[src/rtl/lsof_pkg.sv]
`timescale 1ns / 1ps

package lsof_pkg;

    // Scan geometry
    localparam int SAMPLES_PER_SCAN = 640;
    localparam int SECTORS          = 8;
    localparam int SECTION          = (SAMPLES_PER_SCAN / SECTORS == 0) ? 1
                                      : SAMPLES_PER_SCAN / SECTORS;
    localparam int OFFSET_W         = (SECTION > 1) ? $clog2(SECTION) : 1;
    localparam int SECTOR_IDX_W     = $clog2(SECTORS + 1);

    // Field widths
    localparam int RANGE_W  = 16;
    localparam int COUNT_W  = 10;
    localparam int TOL_W    = 10;
    localparam int STEPS_W  = 8;
    localparam int SUM_W    = COUNT_W + 2;
    localparam int CFG_IDX_W  = 2;
    localparam int CFG_DATA_W = 16;
    localparam int OUT_DATA_W = 8;

    localparam logic [COUNT_W-1:0] COUNT_MAX = '1;
    localparam logic [STEPS_W-1:0] STEPS_MAX = '1;

    // Reset values of the configuration registers
    localparam logic [RANGE_W-1:0] RANGE_THRESHOLD_RST = 16'd1000;
    localparam logic [TOL_W-1:0]   SIMILARITY_TOL_RST  = 10'd5;
    localparam logic [STEPS_W-1:0] MAX_CLEAR_STEPS_RST = 8'd2;

    typedef logic [COUNT_W-1:0] count_t;
    typedef count_t [SECTORS-1:0] count_vec_t;

    typedef enum logic [CFG_IDX_W-1:0] {
        REG_RANGE_THRESHOLD = 2'd0,
        REG_SIMILARITY_TOL  = 2'd1,
        REG_MAX_CLEAR_STEPS = 2'd2
    } cfg_reg_t;

    typedef enum logic [1:0] {
        MODE_SCANNING = 2'd0,
        MODE_SAMPLING = 2'd1,
        MODE_STATIC   = 2'd2,
        MODE_DYNAMIC  = 2'd3
    } mode_t;

    typedef enum logic [2:0] {
        CMD_NONE  = 3'd0,
        CMD_STOP  = 3'd1,
        CMD_STEP  = 3'd2,
        CMD_LEFT  = 3'd3,
        CMD_RIGHT = 3'd4
    } cmd_t;

    // One processed sample as seen by the sector counters
    typedef struct packed {
        logic fire;
        logic below;
        logic last;
    } sample_ctl_t;

    // Result beat, lowest bits last in this list
    typedef struct packed {
        logic  pad;
        logic  obstacle_seen;
        logic  obstacle_active;
        mode_t mode;
        cmd_t  command;
    } out_beat_t;

endpackage

[src/rtl/lsof_sectors.sv]
`timescale 1ns / 1ps

module lsof_sectors
    import lsof_pkg::*;
(
    input  logic        clk,
    input  logic        rst_n,
    input  sample_ctl_t sample,
    output count_vec_t  counts_upd,
    output logic        seen
);

    count_vec_t                counts_reg;
    logic [SECTOR_IDX_W-1:0]   idx_reg;
    logic [OFFSET_W-1:0]       offset_reg;
    logic                      in_scan;
    logic                      hit;
    logic [SECTORS-1:0]        nonzero;

    // Sectors past the last one are not counted
    assign in_scan = idx_reg < SECTOR_IDX_W'(SECTORS);
    assign hit     = sample.fire && sample.below && in_scan;

    // Add the current sample to its sector, saturating
    for (genvar i = 0; i < SECTORS; i++) begin : g_count
        assign counts_upd[i] = counts_reg[i] + COUNT_W'(hit
                               && (idx_reg == SECTOR_IDX_W'(i))
                               && (counts_reg[i] != COUNT_MAX));
        assign nonzero[i] = |counts_upd[i];
    end

    assign seen = |nonzero;

    // Advance position; clear everything at the end of a scan
    always_ff @(posedge clk or negedge rst_n)
    begin
        if (!rst_n)
        begin
            counts_reg <= '0;
            idx_reg    <= '0;
            offset_reg <= '0;
        end
        else if (sample.fire)
        begin
            if (sample.last)
            begin
                counts_reg <= '0;
                idx_reg    <= '0;
                offset_reg <= '0;
            end
            else
            begin
                counts_reg <= counts_upd;
                if (in_scan)
                begin
                    if (offset_reg == OFFSET_W'(SECTION - 1))
                    begin
                        offset_reg <= '0;
                        idx_reg    <= idx_reg + 1'b1;
                    end
                    else
                    begin
                        offset_reg <= offset_reg + 1'b1;
                    end
                end
            end
        end
    end

endmodule

[src/rtl/lidar_sector_obstacle_fsm.sv]
`timescale 1ns / 1ps

// Lidar sector obstacle machine.
// s_axis carries one range sample per beat: tdata holds the range in mm,
// tuser the vehicle-moving flag, tlast marks the final sample of a scan.
// Samples below the range threshold are counted in one of eight sectors by
// their position in the scan. Only the tlast beat produces a result on
// m_axis, whose tdata holds {seen, active, mode, command} from bit 6 down.
// cfg_* writes the threshold (index 0), similarity tolerance (1) and
// forward steps after clearing (2); cfg_ready is always high.
// Throughput: one sample per cycle while no result is stalled on m_axis. A
// beat is registered on acceptance and processed once no result is stalled,
// and the result of its tlast beat is registered in the output stage. The
// sector counters and the machine are updated in that one processing stage.
// Reset clears the counters, scan position, machine (scanning) and the
// configuration to its defaults. While a result waits on m_axis the block
// still takes one more sample into its input register, then holds
// s_axis_tready low until the result is taken.

module lidar_sector_obstacle_fsm
    import lsof_pkg::*;
(
    input  logic                  clk,
    input  logic                  rst_n,
    input  logic                  s_axis_tvalid,
    output logic                  s_axis_tready,
    input  logic [RANGE_W-1:0]    s_axis_tdata,   // [15:0] range_mm
    input  logic                  s_axis_tuser,   // [0] vehicle_moving
    input  logic                  s_axis_tlast,   // last_in_scan
    output logic                  m_axis_tvalid,
    input  logic                  m_axis_tready,
    output logic [OUT_DATA_W-1:0] m_axis_tdata,   // [2:0] command, [4:3] mode,
                                                  // [5] obstacle_active,
                                                  // [6] obstacle_seen, [7] zero
    input  logic                  cfg_valid,
    output logic                  cfg_ready,
    input  logic [CFG_IDX_W-1:0]  cfg_index,
    input  logic [CFG_DATA_W-1:0] cfg_data
);

    // Configuration
    logic [RANGE_W-1:0] thresh_reg;
    logic [TOL_W-1:0]   tol_reg;
    logic [STEPS_W-1:0] max_steps_reg;

    // Input stage
    logic               in_valid_reg;
    logic [RANGE_W-1:0] in_range_reg;
    logic               in_moving_reg;
    logic               in_last_reg;

    // Machine state
    mode_t              mode_reg, mode_next, eff_mode;
    logic               flag_reg, flag_next;
    logic               snap_reg, snap_next;
    logic [STEPS_W-1:0] steps_reg, steps_next;
    count_vec_t         saved_reg;
    logic               save_en;
    cmd_t               cmd;

    // Output stage
    logic               out_valid_reg;
    out_beat_t          out_beat_reg;

    logic               stall;
    logic               advance;
    logic               step_fire;
    sample_ctl_t        sample;
    count_vec_t         counts_upd;
    logic               seen;
    logic               similar;
    logic [SUM_W-1:0]   sum_low;
    logic [SUM_W-1:0]   sum_high;

    assign cfg_ready = 1'b1;

    always_ff @(posedge clk or negedge rst_n)
    begin
        if (!rst_n)
        begin
            thresh_reg    <= RANGE_THRESHOLD_RST;
            tol_reg       <= SIMILARITY_TOL_RST;
            max_steps_reg <= MAX_CLEAR_STEPS_RST;
        end
        else if (cfg_valid)
        begin
            unique case (cfg_reg_t'(cfg_index))
                REG_RANGE_THRESHOLD: thresh_reg    <= cfg_data;
                REG_SIMILARITY_TOL:  tol_reg       <= cfg_data[TOL_W-1:0];
                REG_MAX_CLEAR_STEPS: max_steps_reg <= cfg_data[STEPS_W-1:0];
                default: ;
            endcase
        end
    end

    // Handshake: the input stage moves on whenever the output slot is free
    assign stall         = out_valid_reg && !m_axis_tready;
    assign advance       = in_valid_reg && !stall;
    assign step_fire     = advance && in_last_reg;
    assign s_axis_tready = !in_valid_reg || !stall;

    always_ff @(posedge clk or negedge rst_n)
    begin
        if (!rst_n)
            in_valid_reg <= 1'b0;
        else if (s_axis_tready)
            in_valid_reg <= s_axis_tvalid;
    end

    always_ff @(posedge clk)
    begin
        if (s_axis_tready && s_axis_tvalid)
        begin
            in_range_reg  <= s_axis_tdata;
            in_moving_reg <= s_axis_tuser;
            in_last_reg   <= s_axis_tlast;
        end
    end

    // Sector counting
    assign sample.fire  = advance;
    assign sample.below = in_range_reg < thresh_reg;
    assign sample.last  = in_last_reg;

    lsof_sectors u_sectors (
        .clk        (clk),
        .rst_n      (rst_n),
        .sample     (sample),
        .counts_upd (counts_upd),
        .seen       (seen)
    );

    // Compare against the snapshot, sector by sector
    always_comb
    begin
        logic [COUNT_W-1:0] diff;
        similar = 1'b1;
        for (int i = 0; i < SECTORS; i++)
        begin
            diff = (saved_reg[i] > counts_upd[i]) ? saved_reg[i] - counts_upd[i]
                                                  : counts_upd[i] - saved_reg[i];
            if (diff > tol_reg)
                similar = 1'b0;
        end
    end

    // Lower and upper half sums pick the rotation direction
    assign sum_low  = SUM_W'(counts_upd[0]) + SUM_W'(counts_upd[1])
                    + SUM_W'(counts_upd[2]) + SUM_W'(counts_upd[3]);
    assign sum_high = SUM_W'(counts_upd[4]) + SUM_W'(counts_upd[5])
                    + SUM_W'(counts_upd[6]) + SUM_W'(counts_upd[7]);

    // Machine: next state and command on the last sample of a scan
    always_comb
    begin
        mode_next  = mode_reg;
        flag_next  = flag_reg;
        snap_next  = snap_reg;
        steps_next = steps_reg;
        eff_mode   = mode_reg;
        save_en    = 1'b0;
        cmd        = CMD_NONE;
        if (step_fire)
        begin
            if (seen && mode_reg == MODE_SCANNING)
            begin
                eff_mode  = MODE_SAMPLING;
                flag_next = 1'b1;
            end
            mode_next = eff_mode;
            unique case (eff_mode)
                MODE_SCANNING: ;
                MODE_SAMPLING:
                begin
                    cmd = CMD_STOP;
                    if (!in_moving_reg)
                    begin
                        if (!snap_reg)
                        begin
                            save_en   = 1'b1;
                            snap_next = 1'b1;
                        end
                        else
                        begin
                            mode_next = similar ? MODE_STATIC : MODE_DYNAMIC;
                            snap_next = 1'b0;
                        end
                    end
                end
                MODE_STATIC:
                begin
                    if (seen)
                    begin
                        steps_next = '0;
                        if ((|counts_upd[0]) && (|counts_upd[SECTORS-1]))
                            cmd = CMD_STEP;
                        else
                            cmd = (sum_low > sum_high) ? CMD_LEFT : CMD_RIGHT;
                    end
                    else
                    begin
                        if (steps_reg != STEPS_MAX)
                            steps_next = steps_reg + 1'b1;
                        if (steps_reg < max_steps_reg)
                        begin
                            cmd = CMD_STEP;
                        end
                        else
                        begin
                            flag_next = 1'b0;
                            mode_next = MODE_SCANNING;
                        end
                    end
                end
                MODE_DYNAMIC:
                begin
                    if (seen)
                    begin
                        cmd       = CMD_STOP;
                        mode_next = MODE_SAMPLING;
                    end
                    else
                    begin
                        flag_next = 1'b0;
                        mode_next = MODE_SCANNING;
                    end
                end
                default: ;
            endcase
        end
    end

    always_ff @(posedge clk or negedge rst_n)
    begin
        if (!rst_n)
        begin
            mode_reg  <= MODE_SCANNING;
            flag_reg  <= 1'b0;
            snap_reg  <= 1'b0;
            steps_reg <= '0;
        end
        else
        begin
            mode_reg  <= mode_next;
            flag_reg  <= flag_next;
            snap_reg  <= snap_next;
            steps_reg <= steps_next;
        end
    end

    // Snapshot of the sector counts
    always_ff @(posedge clk)
    begin
        if (save_en)
            saved_reg <= counts_upd;
    end

    // Result register
    always_ff @(posedge clk or negedge rst_n)
    begin
        if (!rst_n)
            out_valid_reg <= 1'b0;
        else if (step_fire)
            out_valid_reg <= 1'b1;
        else if (m_axis_tready)
            out_valid_reg <= 1'b0;
    end

    always_ff @(posedge clk)
    begin
        if (step_fire)
        begin
            out_beat_reg.pad             <= 1'b0;
            out_beat_reg.obstacle_seen   <= seen;
            out_beat_reg.obstacle_active <= flag_next;
            out_beat_reg.mode            <= mode_next;
            out_beat_reg.command         <= cmd;
        end
    end

    assign m_axis_tvalid = out_valid_reg;
    assign m_axis_tdata  = out_beat_reg;

endmodule

[config.mk]
export PLATFORM = sky130hd
export DESIGN_NAME = lidar_sector_obstacle_fsm
export DESIGN_NICKNAME = d
export VERILOG_FILES = /design/src/rtl/lsof_pkg.sv /design/src/rtl/lsof_sectors.sv /design/src/rtl/lidar_sector_obstacle_fsm.sv
export SDC_FILE = /design/constraint.sdc
export NUM_CORES = 1
export LEC_CHECK = 0
export BUFFER_PORTS_ARGS = -buffer_cell sky130_fd_sc_hd__buf_2
export CORE_MARGIN = 2
export CORE_UTILIZATION = 30
export CTS_CLUSTER_SIZE = 24
export DETAILED_ROUTE_END_ITERATION = 16
export PLACE_DENSITY_LB_ADDON = 0.2
export SLEW_MARGIN = 20
export SYNTH_ARGS = -nofsm -noshare
export SYNTH_HDL_FRONTEND = slang
export SYNTH_SLANG_ARGS = --single-unit
export TNS_END_PERCENT = 5
[constraint.sdc]
create_clock -name clk -period 10.25 [get_ports clk]
set_input_delay 0.5125 -clock clk [delete_from_list [all_inputs] [get_ports clk]]
set_output_delay 0.5125 -clock clk [all_outputs]
set_load 0.1 [all_outputs]
-- Word level (Yosys, flattened, before mapping)
Index checks and enable logic that the tools add are counted.
- $add $sub $neg: 33
- $lt $le $gt $ge: 20
- equal/unequal tests: 22
- muxes and demuxes: 53
- bitwise operators: 1
- reduce and logical (&&, ||, !) cells: 45
- operator list (cell ; number):
    > comparator 10 bit ; 16
    subtractor 10 bit ; 16
    adder 10 x 1 -> 10 bit ; 8
    2-to-1 mux 10 bit ; 8
    2-to-1 mux 80 bit ; 1
    inequality test 10 bit, second input constant ; 8
    OR reduction 80 bit ; 1
    adder 11 x 10 -> 12 bit ; 2
    adder 12 x 10 -> 12 bit ; 2
    logical AND 1 bit ; 24
    adder 10 x 10 -> 11 bit ; 2
    2-to-1 mux 1 bit ; 22
    2-to-1 mux 7 bit ; 3
    OR reduction 10 bit ; 2
    == test 4 x 3 -> 1 bit, second input constant ; 4
    less-than comparator 16 bit ; 1
    2-to-1 mux 2 bit ; 8
    2-to-1 mux 8 bit ; 2
    > comparator 12 bit ; 1
    2-to-1 mux 4 bit ; 3
    2-to-1 mux 3 bit ; 3
    one-hot mux 3 bit (3 select lines) ; 1
    AND reduction 3 bit ; 3
    adder 8 x 1 -> 8 bit, second input constant ; 1
    other kinds (19) ; 32
- register bits: 244
- input port bits: 41

-- Logic depth before layout (Yosys ltp)
Gate-level depths: netlist of run 1.
- depth after elaboration: 25
- mapped depth: 37
- mapped depth without buffers: 35

-- Hierarchy
A second synthesis of run 1 with hierarchy kept.
- cell total of the unflattened synthesis: 2284
- area, all modules: 21669.5 um^2
- by module, submodules not included (module ; times used ; cells each ; area each (um^2) ; seq. area each (um^2)):
    lidar_sector_obstacle_fsm ; 1 ; 1642 ; 15932.8 ; 4365.4
    lsof_sectors ; 1 ; 642 ; 5736.8 ; 2277.2

-- Worst setup path before layout of run 1
Ideal clock, no wire load.
- path kind: flip-flop to flip-flop
- start: reg out_valid_reg, in the netlist m_axis_tvalid
- end: reg saved_reg[0] in the netlist's numbering (enable)
- arrival time: 6948 ps
- path slack: 2783 ps
- stages on the path, launching flop included: 17
- buffers on the path: 0
- cell sequence: dfrtp_1 -> nand2b_1 -> nand2_1 -> nor4_1 -> and3_1 -> a21oi_1 -> nor4bb_1 -> ha_1 -> ha_1 -> and4_1 -> and3_1 -> o211a_1 -> o2111ai_1 -> nor4_1 -> nand4_4 -> o21ai_1 -> nor2_1
- longest elaborated chain between the ends: 15
- elaborated cells on any way between the ends: 37
- those cells by class: add/sub: 8; eq/ne: 1; mux: 4; reduce/logical: 24
- ends and longest elaborated chain (what ; line ; text):
    start: declaration ; lidar_sector_obstacle_fsm.sv:62 ; logic out_valid_reg;
    start signal: assignment ; lidar_sector_obstacle_fsm.sv:262 ; out_valid_reg <= 1'b0;
    start signal: assignment ; lidar_sector_obstacle_fsm.sv:264 ; out_valid_reg <= 1'b1;
    start signal: assignment ; lidar_sector_obstacle_fsm.sv:266 ; out_valid_reg <= 1'b0;
    logical AND 1 bit (*) ; lidar_sector_obstacle_fsm.sv:97 ; assign stall = out_valid_reg && !m_axis_tready;
    zero test 1 bit (*) ; lidar_sector_obstacle_fsm.sv:98 ; assign advance = in_valid_reg && !stall;
    logical AND 1 bit (*) ; lidar_sector_obstacle_fsm.sv:98 ;
    logical AND 1 bit (*) (2 in series) ; lsof_sectors.sv:22 ; assign hit = sample.fire && sample.below && in_scan;
    logical AND 1 bit ; lsof_sectors.sv:27 ; && (idx_reg == SECTOR_IDX_W'(i))
    logical AND 1 bit ; lsof_sectors.sv:28 ; && (counts_reg[i] != COUNT_MAX));
    adder 10 x 1 -> 10 bit ; lsof_sectors.sv:26 ; assign counts_upd[i] = counts_reg[i] + COUNT_W'(hit
    OR reduction 80 bit (*) ; lsof_sectors.sv:32 ; assign seen = |nonzero;
    via seen ; lidar_sector_obstacle_fsm.sv:70 ; logic seen;
    logical AND 1 bit (*) ; lidar_sector_obstacle_fsm.sv:165 ; if (seen && mode_reg == MODE_SCANNING)
    2-to-1 mux 2 bit (*) ; lidar_sector_obstacle_fsm.sv:165 ;
    2-to-1 mux 2 bit (*) ; lidar_sector_obstacle_fsm.sv:163 ; if (step_fire)
    == test 2 x 1 -> 1 bit (*) ; lidar_sector_obstacle_fsm.sv:171 ; unique case (eff_mode)
    2-to-1 mux 1 bit (*) ; lidar_sector_obstacle_fsm.sv:171 ;
    2-to-1 mux 1 bit (*) ; lidar_sector_obstacle_fsm.sv:163 ;
    via save_en ; lidar_sector_obstacle_fsm.sv:58 ; logic save_en;
    end signal: assignment ; lidar_sector_obstacle_fsm.sv:255 ; saved_reg <= counts_upd;
    end: declaration ; lidar_sector_obstacle_fsm.sv:57 ; count_vec_t saved_reg;
Mark *: on every way through the listed nets, which the timed path passes. The rest lies on a longest branch. The select of a mux whose other input is x is not followed.
A chain may end at the register's enable or synchronous reset.

==> results of run 1 <==
-- logic make-up after synthesis --
kind of cell / count (synthesis) / synth area share (%)
muxes: 78 / 3.765
buffers and inverters: 341 / 6.080
and+or+nand+nor: 627 / 14.52
xor gates and xnor gates: 163 / 6.658
AOI/OAI and AO/OA: 541 / 15.74
other: 2 / 0.03439
DFF: 244 / 30.42
adders and majority gates: 367 / 22.78
-- final cells by class --
class	count	area, um^2	area share (%)
clock buffers	39	835.8	3.458
clock inverters	17	188.9	0.7817
inverters	263	987.2	4.085
multi-input cells	1778	13890	57.49
flip-flops and latches	244	6643	27.48
well taps	950	1189	4.918
repair buffers	73	431.7	1.786
-- metal layers --
layer  vias up  GRT usage (%)
met2       397          29.44
met5         -              0
met1      8340          22.88
met3        87          2.237
met4         0          6.112
li1       8400              -
-- worst paths after layout --
check                                             startpoint                                   end  slack (ps)  depth (start not counted)
worst max-delay path              in_range_reg[13]$_DFFE_PP_             m_axis_tdata[3]$_DFFE_PP_        1830                         30
worst min-delay path                                   rst_n              steps_reg[3]$_DFFE_PN0P_         -10                          1
worst max register to register    in_range_reg[13]$_DFFE_PP_             m_axis_tdata[3]$_DFFE_PP_        1830                         30
worst min register to register  max_steps_reg[2]$_DFFE_PN0P_          max_steps_reg[2]$_DFFE_PN0P_         510                          1
max in group asynchronous                              rst_n  u_sectors.counts_reg[32]$_DFFE_PN0P_        8850                          2
min in group clk                             s_axis_tdata[2]             in_range_reg[2]$_DFFE_PP_          80                          1
-- cells in the final DEF, fill, tap and decap left out, types with 28 or more instances in the layout --
cell,count
mux2_2,32
o21bai_1,28
nor2_1,89
nand2_1,185
o21ai_0,166
inv_1,263
nand2b_1,31
xor2_1,63
mux2i_1,45
nand4_1,55
a21o_1,47
fa_1,51
clkbuf_16,31
ha_1,316
o31ai_1,36
nor2b_1,44
nand3_1,68
a21oi_1,121
xnor2_1,98
nor3_1,58
dfrtp_1,130
edfxtp_1,105
buf_2,48
-- power groups by stage --
| stage | Clock, mW | Combinational, mW | Sequential, mW |
|---|---|---|---|
| after detailed placement | 0 | 1.06 | 1.20 |
| final | 1.11 | 1.07 | 1.18 |
| after global routing | 1.19 | 1.18 | 1.19 |
| after global placement | 0 | 1.04 | 1.20 |
| after CTS | 1.15 | 1.07 | 1.18 |
| after floorplan | 0 | 0.674 | 1.22 |
-- worst max-delay path, delay by kind of cell, from the launching register on --
kind	cells	cell delay (ps)
AOI/OAI and AO/OA	13	3440
xor gates and xnor gates	1	560
adders and majority gates	5	1410
buffers and inverters	3	820
DFF	1	380
muxes	2	590
and+or+nand+nor	6	930
-- through the flow --
stage,hold slack [ps],instance area (um^2),cells,power [mW]
after detailed placement,493.8,23140,3308,2.258
after global routing,54.49,24170,3364,3.560
after CTS,0.1925,24170,3364,3.397
after global placement,487.5,23140,3308,2.237
after floorplan,216.9,21840,2363,1.893
final,-13.47,24170,3364,3.357
==> metrics, run 1 <==
Remaining Overflow, GRT=0; Max-cap violations=0; Die Y-Extent=273.8 um; Net Switching=about 1.2 mW; EDFF count, synth=105; Cells after Synth=between 2k and 2.5k; met3 WL=between 3000 and 4000 um; crit share post-route=roughly 80%; antenna cells=0; final-layout fill cell count=roughly 7.4k; router iterations before antenna repair=5; failing checks=negative hold slack; Synth top area share=roughly 18%; I/O pins=52; cell-internal power=around 2.1 mW; Core Footprint=about 70,000 um^2; clk_lat worst skew=a little over 600 ps; HPWL after detailed placement=49,410 um; CTS Root Buffer Type=clkbuf_16; routed vias=between 15k and 20k; Top Metal Used=met4; Sequential Power Share=a little over a third; Area growth, synth to finish=10.68%; register area share after synthesis=30.42%; slowest cell delay on critical path=670 ps; most common cell in the synthesized netlist=ha_1; CTS Hold Bufs=0; share of layout cells above drive strength 1=about 8.1%; Clock Sinks=~240; worst hold path type=input pin to async pin; drt total wl=between 60,000 and 70,000 um; Die Wd=between 200 and 300 um; CP Max Fanout=12; DRC marker count from the first detailed-route iteration=between 1k and 1.5k; # resized after CTS=0; hold slack=-13.47 ps; count of cell types in the netlist=between 80 and 90; I/O Buffers=slightly below 50; Main synth FF type=dfrtp_1; final critical-path required period=8416 ps; final core utilization=33.69%; IR drop worst, VDD=approximately 0.13 mV; Final Hold Fails=14; commonest cells in the netlist=ha_1 (316), inv_1 (263), nand2_1 (187); clock-pin slew on the worst setup and hold paths=roughly 60 ps; Met1 Routed Length=approximately 30,000 um; Tot GR Track Use=around 17%; Post-Route Setup TNS=0 ps; drt via density=~5; Slew HR=about 25%; post-synthesis async set-or-reset flop share=around 57%; Syn. warnings=0; Worst EP arrival=roughly 9000 ps; Die Footprint=~75,000 um^2; Leakage Power=11.31 nW; Clock Skews=about 44 ps; H-tree depth=1; Area contributors post-synth=ha_1 (18%), dfrtp_1 (15%), edfxtp_1 (14%); CP endpoint kind=register; critical path's slowest cell=a211oi_2; status=finished, violations left; syn nets=2,771; DRC=0; Worst Max-Slew Pin Slew=1119 ps; Worst EP required=~11,000 ps; clock share of power=33.1%; initial core utilization=30.44%; max frequency=around 0.12 GHz; total CTS buffers=30; Synth Cell Area=roughly 22,000 um^2; Logic pwr share=a little under a third; most used cell along the critical path=ha_1; RSZ-0062 raised after global routing=no; CP Launch Type=register; WL met2=slightly above 30,000 um; CTS tree=built; critical path type=register to register; total setup buffers inserted after CTS=0; GP Congestion=between 0.8 and 0.9; row count=98; largest net degree at the start of global routing=76; post-synthesis register bit count=~240; power per cell area=between 100 and 150 nW/um^2; first-pass GRT wire length=between 100,000 and 150,000 um; Antenna Violating Nets Remaining=0; syn avg cell area=between 9 and 10 um^2; maximum buffer depth of the clock tree=3; post-synth top area cell=ha_1; worst setup margin=1834 ps; vias in the first global route=between 15k and 20k; Slew Limit Fails=0; DP Worst Slack=roughly 1800 ps; WL per Instance=around 20 um; fin nets=between 2k and 3k; initial antenna violation count=1; Finish-stage setup viols=0; Net Sw Frac=a little over a third
No activity file was read; power rests on OpenSTA's default activity.
==> run 2: changes to the inputs <==
Clock period 10.25 ns to 8.1 ns, I/O delays scaled along.
==> metrics, run 2 (synthesis results as in run 1) <==
CTS Root Buffer Type=clkbuf_16; drt via density=~5; RSZ-0062 raised after global routing=yes; Area growth, synth to finish=14.19%; clk_lat worst skew=610 ps; status=completed; routed vias=about 17k; DRC=0; max frequency=0.1323 GHz; I/O Buffers=49; CP Max Fanout=8; DP Worst Slack=around 95 ps; CTS tree=built; I/O pins=52; Slew Limit Fails=0; Worst EP arrival=7880 ps; fin nets=around 2.9k; initial antenna violation count=3; H-tree depth=1; drt total wl=~65,000 um; final core utilization=a little over a third; Final Hold Fails=0; commonest non-fill, non-tap cell in the layout=ha_1; critical path's slowest cell=ha_2; Slew HR=24.97%; final critical-path required period=7559 ps; largest net degree at the start of global routing=80; Max-cap violations=0; total CTS buffers=30; worst setup margin=around 540 ps; Leakage Power=between 10 and 15 nW; critical path type=register to register; IR drop worst, VDD=0.2046 mV; WL per Instance=around 19 um; final-layout fill cell count=between 7k and 8k; row count=98; hold slack=around 16 ps; Core Footprint=between 70,000 and 80,000 um^2; initial core utilization=between 30% and 40%; vias in the first global route=around 17k; power per cell area=174.8 nW/um^2; DRC marker count from the first detailed-route iteration=1,216; crit share post-route=between 90% and 100%; first-pass GRT wire length=100,500 um; Worst Max-Slew Pin Slew=1121 ps; share of layout cells above drive strength 1=a little under an eighth; CP Launch Type=register; clock-pin slew on the worst setup and hold paths=60 ps; Die Y-Extent=273.8 um; maximum buffer depth of the clock tree=3; Die Wd=about 270 um; commonest cells after routing, fill and taps aside=ha_1 (306), inv_1 (259), nand2_1 (185); GP Congestion=between 0.8 and 0.9; Clock Sinks=244; Clock Skews=~47 ps; Finish-stage setup viols=0; Antenna Violating Nets Remaining=0; Post-DP Area=roughly 23,000 um^2; HPWL after detailed placement=approximately 50,000 um; Worst EP required=8420 ps; final instance area=24,940 um^2; Remaining Overflow, GRT=0; Die Footprint=between 70,000 and 80,000 um^2; router iterations before antenna repair=5; worst hold path type=input pin to register; antenna cells=0; slowest cell delay on critical path=about 430 ps; Tot GR Track Use=~17%; CP endpoint kind=register
run 2: through the flow:
stage | TNS [ps] | instances | total power [mW]
final | 0 | 3427 | 4.360
after global placement | 0 | 3347 | 2.867
after detailed placement | 0 | 3347 | 2.890
after global routing | -18.95 | 3427 | 4.625
after CTS | 0 | 3426 | 4.378
after floorplan | 0 | 2363 | 2.396
run 2: per-layer routing:
| layer | vias up | part of all wire [%] | GRT usage, % |
|---|---|---|---|
| met1 | 8476 | 46 | 23.65 |
| met2 | 383 | 45 | 28.14 |
| li1 | 8536 | - | - |
| met5 | - | 0 | 0 |
| met3 | 88 | 5.2 | 2.096 |
| met4 | 0 | 3.5 | 5.853 |
run 2: final timing paths:
check                                      startpoint                              endpoint  slack [ps]  cells past startpoint
min reg2reg                    tol_reg[6]$_DFFE_PN0P_                tol_reg[6]$_DFFE_PN0P_         510                      1
max reg2reg                in_range_reg[13]$_DFFE_PP_             m_axis_tdata[3]$_DFFE_PP_         540                     34
min                                      cfg_data[12]            thresh_reg[12]$_DFFE_PN0P_          20                      3
min in group asynchronous                       rst_n              steps_reg[6]$_DFFE_PN0P_         400                      2
max                        in_range_reg[13]$_DFFE_PP_             m_axis_tdata[3]$_DFFE_PP_         540                     34
max in group asynchronous                       rst_n  u_sectors.counts_reg[10]$_DFFE_PN0P_        6510                      3
run 2: area by class of cell:
type                    count  area [um^2]  share of cell area [%]
multi-input cells        1778        14080                   56.47
clock inverters            18        227.7                  0.9132
flip-flops and latches    244         6643                   26.64
clock buffers              38        830.8                   3.332
repair buffers            136        978.4                   3.924
inverters                 263        987.2                   3.959
well taps                 950         1189                   4.767
run 2: timing repair:
action	in CTS	in global routing
buffers inserted	0	1
gates resized for setup	0	48
hold endpoints to repair	79	0
hold buffers	23	0
setup endpoints to repair	0	5
run 2: power breakdown:
part	switching (mW)	internal (mW)	total [mW]
logic	0.888	0.530	1.42
registers	0.0800	1.41	1.49
clock network	0.595	0.857	1.45
run 2: critical path: cells and delay by family, from the launching register on:
family	cells	cell delay [ps]
compound gates	13	2330
xor+xnor	1	270
fa+ha+maj	4	1230
buf+inv	3	540
flops	1	380
mux	2	540
simple gates	11	1970
